<file path="config.mk">
export PLATFORM = sky130hd
export DESIGN_NAME = amf_command_header_parser_top
export DESIGN_NICKNAME = d
export VERILOG_FILES = /design/src/hdl/amf_hdr_pkg.sv /design/src/hdl/amf_hdr_in_stage.sv /design/src/hdl/amf_hdr_core.sv /design/src/hdl/amf_command_header_parser_top.sv
export SDC_FILE = /design/constraint.sdc
export NUM_CORES = 1
export LEC_CHECK = 0
export BUFFER_PORTS_ARGS = -buffer_cell sky130_fd_sc_hd__buf_4
export CORE_ASPECT_RATIO = 0.8
export CORE_MARGIN = 10
export CORE_UTILIZATION = 36
export DETAILED_ROUTE_END_ITERATION = 12
export MAX_ROUTING_LAYER = met4
export PLACE_DENSITY_LB_ADDON = 0.3
export SYNTH_ARGS = -nofsm -noshare
export SYNTH_HDL_FRONTEND = slang
export SYNTH_HIERARCHICAL = 1
export SYNTH_SLANG_ARGS = --single-unit
</file>
<file path="constraint.sdc">
create_clock -name clk -period 6.52 [get_ports clk]
set_clock_uncertainty 0.05 [all_clocks]
set_input_delay 1.304 -clock clk [delete_from_list [all_inputs] [get_ports clk]]
set_output_delay 1.304 -clock clk [all_outputs]
set_load 0.1 [all_outputs]
</file>
<file path="src/hdl/amf_hdr_pkg.sv">
// shared types and constants for the amf command header parser
// no dependencies; used by every module of the block

package amf_hdr_pkg;

	// width of the internal byte position counter
	localparam int POSITION_BITS = 16;
	localparam logic [POSITION_BITS-1:0] POS_MAX = '1;

	localparam int BYTE_BITS = 8;
	localparam int FIELD_BITS = 16;
	localparam int TXN_BITS = 64;

	// configuration port
	localparam int CFG_INDEX_BITS = 1;
	localparam int CFG_DATA_BITS = 8;
	localparam logic [CFG_INDEX_BITS-1:0] CFG_AMF0_TYPE = 1'b0;
	localparam logic [CFG_INDEX_BITS-1:0] CFG_AMF3_TYPE = 1'b1;
	localparam logic [CFG_DATA_BITS-1:0] AMF0_TYPE_RESET = 8'd20;
	localparam logic [CFG_DATA_BITS-1:0] AMF3_TYPE_RESET = 8'd17;

	// message layout
	localparam logic [FIELD_BITS-1:0] HDR_BYTES = 16'd4;
	localparam logic [FIELD_BITS-1:0] LEN_BYTES = 16'd2;
	localparam logic [FIELD_BITS-1:0] TXN_BYTES = 16'd9;
	localparam logic [FIELD_BITS-1:0] NAME_OFFSET_BASE = 16'd8;
	localparam logic [BYTE_BITS-1:0] AMF3_MARKER = 8'd0;
	localparam logic [BYTE_BITS-1:0] STRING_MARKER = 8'd2;

	typedef struct packed {
		logic [BYTE_BITS-1:0] data_byte;
		logic                 final_byte;
	} byte_req_t;

	typedef struct packed {
		logic                  error;
		logic                  is_amf3;
		logic [FIELD_BITS-1:0] name_offset;
		logic [FIELD_BITS-1:0] name_length;
		logic [TXN_BITS-1:0]   transaction_id;
		logic [FIELD_BITS-1:0] argument_offset;
		logic [FIELD_BITS-1:0] argument_length;
	} result_t;

endpackage

</file>
<file path="src/hdl/amf_hdr_in_stage.sv">
// input register stage: holds one accepted byte request for the parser
// depends on amf_hdr_pkg

module amf_hdr_in_stage (
	input  logic                  clk,
	input  logic                  arst_n,
	input  logic                  in_valid,
	output logic                  in_stall,
	input  amf_hdr_pkg::byte_req_t in_req,
	output logic                  req_valid,
	output amf_hdr_pkg::byte_req_t req,
	input  logic                  req_take
);

	logic                   valid_s1;
	amf_hdr_pkg::byte_req_t req_s1;
	logic                   accept;

	// stage is free when empty or being drained this cycle
	assign in_stall = valid_s1 && !req_take;
	assign accept = in_valid && !in_stall;

	always_ff @(posedge clk or negedge arst_n) begin
		if (!arst_n) begin
			valid_s1 <= 1'b0;
		end else if (accept) begin
			valid_s1 <= 1'b1;
		end else if (req_take) begin
			valid_s1 <= 1'b0;
		end
	end

	always_ff @(posedge clk) begin
		if (accept) begin
			req_s1 <= in_req;
		end
	end

	assign req_valid = valid_s1;
	assign req = req_s1;

endmodule

</file>
<file path="src/hdl/amf_hdr_core.sv">
// parser state machine, type code registers and result register
// depends on amf_hdr_pkg

module amf_hdr_core (
	input  logic                                   clk,
	input  logic                                   arst_n,
	input  logic                                   cfg_write,
	input  logic [amf_hdr_pkg::CFG_INDEX_BITS-1:0] cfg_index,
	input  logic [amf_hdr_pkg::CFG_DATA_BITS-1:0]  cfg_data,
	input  logic                                   req_valid,
	input  amf_hdr_pkg::byte_req_t                 req,
	output logic                                   req_take,
	output logic                                   out_valid,
	input  logic                                   out_stall,
	output amf_hdr_pkg::result_t                   result
);

	typedef enum logic [2:0] {
		PH_TYPE,
		PH_HDR,
		PH_MARK,
		PH_STR,
		PH_LEN,
		PH_NAME,
		PH_TXN,
		PH_ARGS
	} phase_t;

	phase_t                                   phase_q, phase_n;
	logic [amf_hdr_pkg::POSITION_BITS-1:0]    pos_q, pos_n;
	logic [amf_hdr_pkg::FIELD_BITS-1:0]       name_q, name_n;
	logic [amf_hdr_pkg::FIELD_BITS-1:0]       left_q, left_n;
	logic                                     amf3_q, amf3_n;
	logic [amf_hdr_pkg::TXN_BITS-1:0]         txn_q, txn_n;
	logic                                     failed_q, failed_n;
	logic [amf_hdr_pkg::CFG_DATA_BITS-1:0]    amf0_code_q, amf3_code_q;

	logic                                     out_valid_q;
	amf_hdr_pkg::result_t                     result_q, result_n;
	logic                                     out_free, emit;
	logic [amf_hdr_pkg::BYTE_BITS-1:0]        b;
	logic [31:0]                              pos_ext;
	logic [amf_hdr_pkg::FIELD_BITS-1:0]       noff, aoff;

	assign b = req.data_byte;
	assign out_free = !out_valid_q || !out_stall;
	// a plain byte never waits; the final byte waits for a free result slot
	assign req_take = req_valid && (!req.final_byte || out_free);
	assign emit = req_take && req.final_byte;

	always_comb begin
		phase_n = phase_q;
		pos_n = pos_q;
		name_n = name_q;
		left_n = left_q;
		amf3_n = amf3_q;
		txn_n = txn_q;
		failed_n = failed_q;
		if (pos_q == amf_hdr_pkg::POS_MAX) begin
			failed_n = 1'b1;
		end else begin
			pos_n = pos_q + 1'b1;
			if (!failed_q) begin
				case (phase_q)
					PH_TYPE: begin
						if (b == amf0_code_q) begin
							amf3_n = 1'b0;
						end else if (b == amf3_code_q) begin
							amf3_n = 1'b1;
						end else begin
							failed_n = 1'b1;
						end
						phase_n = PH_HDR;
						left_n = amf_hdr_pkg::HDR_BYTES;
					end
					PH_HDR: begin
						left_n = left_q - 1'b1;
						if (left_q == 16'd1) begin
							phase_n = amf3_q ? PH_MARK : PH_STR;
						end
					end
					PH_MARK: begin
						if (b != amf_hdr_pkg::AMF3_MARKER) begin
							failed_n = 1'b1;
						end
						phase_n = PH_STR;
					end
					PH_STR: begin
						if (b != amf_hdr_pkg::STRING_MARKER) begin
							failed_n = 1'b1;
						end
						phase_n = PH_LEN;
						left_n = amf_hdr_pkg::LEN_BYTES;
					end
					PH_LEN: begin
						name_n = {name_q[amf_hdr_pkg::FIELD_BITS-amf_hdr_pkg::BYTE_BITS-1:0], b};
						left_n = left_q - 1'b1;
						if (left_q == 16'd1) begin
							if (name_n == '0) begin
								phase_n = PH_TXN;
								left_n = amf_hdr_pkg::TXN_BYTES;
							end else begin
								phase_n = PH_NAME;
								left_n = name_n;
							end
						end
					end
					PH_NAME: begin
						left_n = left_q - 1'b1;
						if (left_q == 16'd1) begin
							phase_n = PH_TXN;
							left_n = amf_hdr_pkg::TXN_BYTES;
						end
					end
					PH_TXN: begin
						// first byte of the id field is a skipped marker
						if (left_q != amf_hdr_pkg::TXN_BYTES) begin
							txn_n = {txn_q[amf_hdr_pkg::TXN_BITS-amf_hdr_pkg::BYTE_BITS-1:0], b};
						end
						left_n = left_q - 1'b1;
						if (left_q == 16'd1) begin
							phase_n = PH_ARGS;
						end
					end
					default: begin
					end
				endcase
			end
		end
	end

	// result fields from the state after this byte
	assign pos_ext = 32'(pos_n);
	assign noff = amf_hdr_pkg::NAME_OFFSET_BASE + {15'b0, amf3_n};
	assign aoff = noff + name_n + amf_hdr_pkg::TXN_BYTES;

	always_comb begin
		result_n = '0;
		if (failed_n || phase_n != PH_ARGS) begin
			result_n.error = 1'b1;
		end else begin
			result_n.is_amf3 = amf3_n;
			result_n.name_offset = noff;
			result_n.name_length = name_n;
			result_n.transaction_id = txn_n;
			result_n.argument_offset = aoff;
			result_n.argument_length = pos_ext[amf_hdr_pkg::FIELD_BITS-1:0] - aoff;
		end
	end

	always_ff @(posedge clk or negedge arst_n) begin
		if (!arst_n) begin
			phase_q <= PH_TYPE;
			pos_q <= '0;
			name_q <= '0;
			left_q <= '0;
			amf3_q <= 1'b0;
			txn_q <= '0;
			failed_q <= 1'b0;
		end else if (emit) begin
			phase_q <= PH_TYPE;
			pos_q <= '0;
			name_q <= '0;
			left_q <= '0;
			amf3_q <= 1'b0;
			txn_q <= '0;
			failed_q <= 1'b0;
		end else if (req_take) begin
			phase_q <= phase_n;
			pos_q <= pos_n;
			name_q <= name_n;
			left_q <= left_n;
			amf3_q <= amf3_n;
			txn_q <= txn_n;
			failed_q <= failed_n;
		end
	end

	always_ff @(posedge clk or negedge arst_n) begin
		if (!arst_n) begin
			amf0_code_q <= amf_hdr_pkg::AMF0_TYPE_RESET;
			amf3_code_q <= amf_hdr_pkg::AMF3_TYPE_RESET;
		end else if (cfg_write) begin
			case (cfg_index)
				amf_hdr_pkg::CFG_AMF0_TYPE: amf0_code_q <= cfg_data;
				amf_hdr_pkg::CFG_AMF3_TYPE: amf3_code_q <= cfg_data;
				default: begin
				end
			endcase
		end
	end

	always_ff @(posedge clk or negedge arst_n) begin
		if (!arst_n) begin
			out_valid_q <= 1'b0;
		end else if (emit) begin
			out_valid_q <= 1'b1;
		end else if (!out_stall) begin
			out_valid_q <= 1'b0;
		end
	end

	always_ff @(posedge clk) begin
		if (emit) begin
			result_q <= result_n;
		end
	end

	assign out_valid = out_valid_q;
	assign result = result_q;

endmodule

</file>
<file path="src/hdl/amf_command_header_parser_top.sv">
// top level of the amf command header parser
// depends on amf_hdr_pkg, amf_hdr_in_stage and amf_hdr_core

// Takes one message byte per clock unless a final byte waits for the result
// register; each byte is a single phase and counter step of the parser, done
// between the input and result registers. A message's one result is registered
// when the core takes its final byte; while a result waits on out_stall, more
// non-final bytes are still accepted and parsed, and only the next final byte
// holds until the result register is free. The user must write type codes via
// cfg_write, cfg_index and cfg_data only while the block is idle; not enforced.

module amf_command_header_parser_top (
	input  logic                                    clk,
	input  logic                                    arst_n,
	input  logic                                    cfg_write,
	input  logic [amf_hdr_pkg::CFG_INDEX_BITS-1:0]  cfg_index,
	input  logic [amf_hdr_pkg::CFG_DATA_BITS-1:0]   cfg_data,
	input  logic                                    in_valid,
	output logic                                    in_stall,
	input  logic [amf_hdr_pkg::BYTE_BITS-1:0]       data_byte,
	input  logic                                    final_byte,
	output logic                                    out_valid,
	input  logic                                    out_stall,
	output logic                                    error,
	output logic                                    is_amf3,
	output logic [amf_hdr_pkg::FIELD_BITS-1:0]      name_offset,
	output logic [amf_hdr_pkg::FIELD_BITS-1:0]      name_length,
	output logic [amf_hdr_pkg::TXN_BITS-1:0]        transaction_id,
	output logic [amf_hdr_pkg::FIELD_BITS-1:0]      argument_offset,
	output logic [amf_hdr_pkg::FIELD_BITS-1:0]      argument_length
);

	amf_hdr_pkg::byte_req_t in_req, req;
	amf_hdr_pkg::result_t   result;
	logic                   req_valid, req_take;

	assign in_req.data_byte = data_byte;
	assign in_req.final_byte = final_byte;

	amf_hdr_in_stage u_in_stage (
		.clk      (clk),
		.arst_n   (arst_n),
		.in_valid (in_valid),
		.in_stall (in_stall),
		.in_req   (in_req),
		.req_valid(req_valid),
		.req      (req),
		.req_take (req_take)
	);

	amf_hdr_core u_core (
		.clk      (clk),
		.arst_n   (arst_n),
		.cfg_write(cfg_write),
		.cfg_index(cfg_index),
		.cfg_data (cfg_data),
		.req_valid(req_valid),
		.req      (req),
		.req_take (req_take),
		.out_valid(out_valid),
		.out_stall(out_stall),
		.result   (result)
	);

	assign error = result.error;
	assign is_amf3 = result.is_amf3;
	assign name_offset = result.name_offset;
	assign name_length = result.name_length;
	assign transaction_id = result.transaction_id;
	assign argument_offset = result.argument_offset;
	assign argument_length = result.argument_length;

endmodule

</file>
Word-level counts from Yosys, hierarchy flattened
Index checks and enable logic that the tools add are counted.
Operators by class
  bitwise logic cells: 1
  add/sub/neg operators: 6
  muxes and demuxes: 54
  equal/unequal tests: 16
  reductions and logical operators: 22
Operators by type and width (number)
  $mux 64: 6
  $mux 16: 15
  $pmux 16 s5: 1
  $mux 3: 8
  $mux 1: 21
  $pmux 3 s7: 1
  $add 16x1->16 const B: 1
  $add 16x16->16: 1
  $add 16x4->16 const B: 1
  $eq 16x1->1 const B: 1
  $eq 16x16->1 const B: 1
  $eq 8x8->1: 2
  $logic_not 16->1: 1
  $ne 16x4->1 const B: 1
  $sub 16x1->16 const B: 1
  $sub 16x16->16: 1
  $eq 3x3->1 const B: 3
  $ne 8x2->1 const B: 1
  $reduce_bool 8->1: 1
  $eq 3x2->1 const B: 2
  $reduce_bool 6->1: 1
  $add 4x1->5 const A: 1
  $logic_not 1->1: 5
  $logic_and 1x1->1: 4
  13 further kinds: 18
Storage, ports and cells
  output and inout port bits: 132
  bits of input ports: 23
  word-level logic and storage cells: 119
  bits in registers: 274

Depth between registers and ports, before layout
  depth after elaboration: 10
  gate-level depth with buffers: 23
  depth with buffers taken out: 21

By module
The synthesis kept the hierarchy.
Modules (own cells, without submodules)
  amf_hdr_core: instances 1, area an instance 12597.1 um^2, cells each 1201
  amf_hdr_in_stage: instances 1, area an instance 327.8 um^2, cells each 14

Least setup slack after synthesis
OpenSTA, ideal clock, no wires.
  path kind: register to register
  start point: reg u_core/pos_q[0] (netlist bit)
  end point: reg u_core.result_q (netlist bit u_core/result[15]) (data pin)
  library setup time: 147 ps
  path slack: 1197 ps
  data required time: 6323 ps
  data arrival time: 5126 ps
  period minus slack after synthesis: 5323 ps
  cell stages (with the launch flop): 22
  cells stage by stage: dfrtp_1 ha_1 nand3_1 o41a_1 buf_6 nand2_1 clkbuf_1 nor2_1 a21oi_1 ha_1 inv_1 ha_1 o21ai_1 a21oi_1 xor2_1 ha_1 or3_1 or3_1 a311o_1 a2111o_1 a22o_1 a21oi_1
On the way
  cells in the longest elaborated chain, start to end: 6
  elaborated cells between the ends (all ways): 13
Ends and longest elaborated chain
  start: declaration: line amf_hdr_core.sv:30  | logic [amf_hdr_pkg::POSITION_BITS-1:0] pos_q, pos_n;
  start signal: assignment: line amf_hdr_core.sv:170  | pos_q <= pos_n;
  $eq 16x16->1: line amf_hdr_core.sv:59  | if (pos_q == amf_hdr_pkg::POS_MAX) begin
  $mux 1: line amf_hdr_core.sv:59
  $add 4x1->5: line amf_hdr_core.sv:134  | assign noff = amf_hdr_pkg::NAME_OFFSET_BASE + {15'b0, amf3_n};
  $add 16x16->16: line amf_hdr_core.sv:135  | assign aoff = noff + name_n + amf_hdr_pkg::TXN_BYTES;
  $add 16x4->16: line amf_hdr_core.sv:135
  $sub 16x16->16: line amf_hdr_core.sv:147  | result_n.argument_length = pos_ext[amf_hdr_pkg::FIELD_BITS-1:0] - aoff;
  end signal: assignment: line amf_hdr_core.sv:205  | result_q <= result_n;
  end: declaration: line amf_hdr_core.sv:39  | amf_hdr_pkg::result_t result_q, result_n;
Several ways; a longest one is shown, not always the timed one.
A chain may end at the register's enable or synchronous reset.

Worst setup path in the final report
  start point: reg u_core/pos_q[8] (netlist bit)
  end point: reg u_core.result_q (netlist bit u_core/result[15]) (data pin)
Same word-level chain as after synthesis.

==> out/results.ini <==
[status]
outcome=finished, final reports clean

[clock_network]
holdBufCountCts=0
cts.path.max_buffers=3
cts_buffers=28
tritoncts=done
clk_pin_slew_ps=60
clkLatencyLatePin_ps=580
post_cts_buffers=0
htree_levels=1
cts_resized=0
ctsRootBufferMaster=clkbuf_16
cts.sinks=259

[critical_path]
required_ps=6900
start_kind=flip-flop
cp-end-kind=flip-flop
cpMaxStageDelayCell=o41ai_4
cp_top_family=compound AO/OA/AOI/OAI gates
cp_cell_sequence=nand4_2 > o41ai_4 > nor4_1 > a21oi_1 > a21o_1 > ha_1 > inv_1 > ha_1 > o21ai_1 > a21oi_1 > xor2_1 > ha_1 > or3_1 > or3_1 > a311o_1 > a2111o_1 > a22o_1 > a21oi_1
critPathArrivalTime_ps=6140
slowest_delay_ps=920
critPathBufInv=1
worstPathMaxFanout=17
crit_type=flip-flop to flip-flop

[hold_path]
hold_class=flip-flop to flip-flop

[placed_design]
portBuffers=140
hpwl_um=23600
place_congestion=0.929

[sta]
min_period_ps=5760
relSlewSlack_pct=19.6
tns_ps=0
drv_slew=0
rsz0062_at_grt=false
period_share_pct=88.3
hold_viol_final=0
clock.fmax_mhz=174
worst_pin_slew_ps=1200
final-setup-viol-count=0
hold_slack_ps=451

[job]
maxCapViolations=0

[global_route]
grt_pass1_vias=9345
grt_pass1_wl_um=55800
grt_antenna_before_repair=0
grt-ovfl-total=0
grt_max_degree=90
grt_use_total_pct=16.1

[final_layout]
final_nets=1366
post-route-util_pct=43.5
drive_above_1_share_pct=19.5
diodes=0
area_growth_pct=18.2

[die]
top_level_ports=155
die_w_um=232
chipHeight_um=189
core_area_um2=35100
std_cell_rows=61
die-area_um2=43900
start_util_pct=36.8

[synth]
syn_area_per_cell_um2=10.6
synth_top_flop_cell=dfrtp_1
synth_edf_count=124
netlist_top_cells_area=edfxtp_1 (29%), dfrtp_1 (25%), nand2_1 (5.8%)
async_flop_share_pct=52.1
yosysWarningCount=6
ys_ff_latch=259
ys_seq_area_share_pct=55.0
syn_inst=1215
syn_area_um2=12900
synth_top_area_share_pct=28.8
ys_types=75
synth_top_cell_by_area=edfxtp_1

[route]
vias=9767
drtIter0Drc=910
via_per_inst=5.38
route.detailed.wl_per_inst_um=19.4
drc=0
drtAntennaViolNets=0
wirelength_um=35200
dr.pass1.iters=6

[power_and_ir_drop]
cellLeakagePower_nw=6.06
vdd_drop_max_v=0.000183
p_per_area_nw_per_um2=296

[metrics by stage]
| stage | total power [W] | instance area [um^2] | instances | worst slack, ps |
|---|---|---|---|---|
| after global routing | 0.00472 | 15300 | 1816 | 333 |
| after global placement | 0.00287 | 14300 | 1764 | 970 |
| after floorplan | 0.00267 | 13000 | 1228 | 1200 |
| final | 0.00452 | 15300 | 1816 | 761 |
| after CTS | 0.00457 | 15300 | 1816 | 831 |
| after detailed placement | 0.00289 | 14300 | 1764 | 849 |
[cells in the mapped netlist (all sizes together), types with 3 or more instances]
| library cell | number |
|---|---|
| a31o | 4 |
| and4 | 6 |
| or3 | 8 |
| edfxtp | 124 |
| o22ai | 4 |
| a21oi | 106 |
| a211oi | 5 |
| o21bai | 3 |
| o21a | 3 |
| a2111oi | 3 |
| xnor2 | 34 |
| dfstp | 4 |
| o22a | 3 |
| o211ai | 5 |
| a21o | 3 |
| buf | 37 |
| xor2 | 26 |
| nor2 | 83 |
| mux2 | 18 |
| nand2 | 201 |
| nand4 | 11 |
| nor3 | 25 |
| o31ai | 5 |
| ha | 20 |
| clkbuf | 56 |
| dfrtp | 131 |
| or4 | 7 |
| and2 | 7 |
| o2111ai | 4 |
| nor2b | 5 |
| nor4b | 3 |
| mux2i | 13 |
| a31oi | 7 |
| nand3 | 12 |
| a22o | 86 |
| a22oi | 13 |
| nor4 | 8 |
| inv | 27 |
| o21ai | 52 |
| nand2b | 11 |
| and3 | 5 |
[power by group]
group	internal [W]	switching [W]
combinational	0.000247	0.000721
sequential	0.00181	0.0000775
clock	0.000981	0.000683
total	0.00304	0.00148
[cell type report]
| class | instances | area [um^2] |
|---|---|---|
| Clock inverter | 20 | 229 |
| Multi-Input combinational cell | 848 | 5320 |
| Tap cell | 472 | 591 |
| Timing Repair Buffer | 157 | 1180 |
| Inverter | 28 | 108 |
| Clock buffer | 32 | 746 |
| Sequential cell | 259 | 7110 |
| Fill cell | 3358 | 19800 |
[sequential cells by signal, indices dropped and copies added (netlist names)]
register	flops
u_core/phase_q	3
u_core/amf3_code_q	8
u_core/result	115
u_core/out_valid	1
u_core/txn_q	64
u_core/left_q	16
u_core/name_q	16
u_in_stage/req_valid	1
u_core/pos_q	16
u_core/amf0_code_q	8
u_core/failed_q	1
u_core/amf3_q	1
u_in_stage/req	9
[cell families (layout without fill, tap and decap cells)]
family,Yosys count,in the layout,synth area share [%]
compound gates,324,324,17.8
xor+xnor,60,60,4.07
fa+ha+maj,21,21,2.09
buf+inv,121,237,4.45
flops,259,259,55.0
mux,31,31,2.57
other cells,1,14,0.0290
simple gates,398,398,14.0
[path summary, 6_finish.rpt]
kind                                               from                         endpoint  slack [ps]  cells after the start
hold reg to reg            u_core/txn_q[56]$_DFFE_PN0N_     u_core/txn_q[56]$_DFFE_PN0N_         450                      1
min in group asynchronous                        arst_n     u_core/txn_q[13]$_DFFE_PN0N_         730                      1
hold / removal             u_core/txn_q[56]$_DFFE_PN0N_     u_core/txn_q[56]$_DFFE_PN0N_         450                      1
setup reg to reg            u_core/pos_q[8]$_DFFE_PN0N_  u_core/result[15]$_SDFFCE_PP0P_         760                     18
max in group asynchronous                        arst_n      u_core/pos_q[5]$_DFFE_PN0N_        4500                      2
setup / recovery            u_core/pos_q[8]$_DFFE_PN0N_  u_core/result[15]$_SDFFCE_PP0P_         760                     18
[metal layers]
metal  vias to the layer above  track usage, %  wire length (um)
li1                       4597               -                 -
met1                      4756            22.8             16500
met2                       371            23.1             15700
met3                        43            3.36              2420
met4                         0            3.64               670
met5                         -               -                 0
[layout by cell type, fill, tap and decap left out, drive strengths merged, types with 18 or more instances in the layout]
master,count
a21oi,106
a22o,86
buf,157
clkbuf,32
dfrtp,131
edfxtp,124
ha,20
inv,27
mux2,18
nand2,201
nor2,83
nor3,25
o21ai,52
xnor2,34
xor2,26
Power figures use the tool's default switching activity.
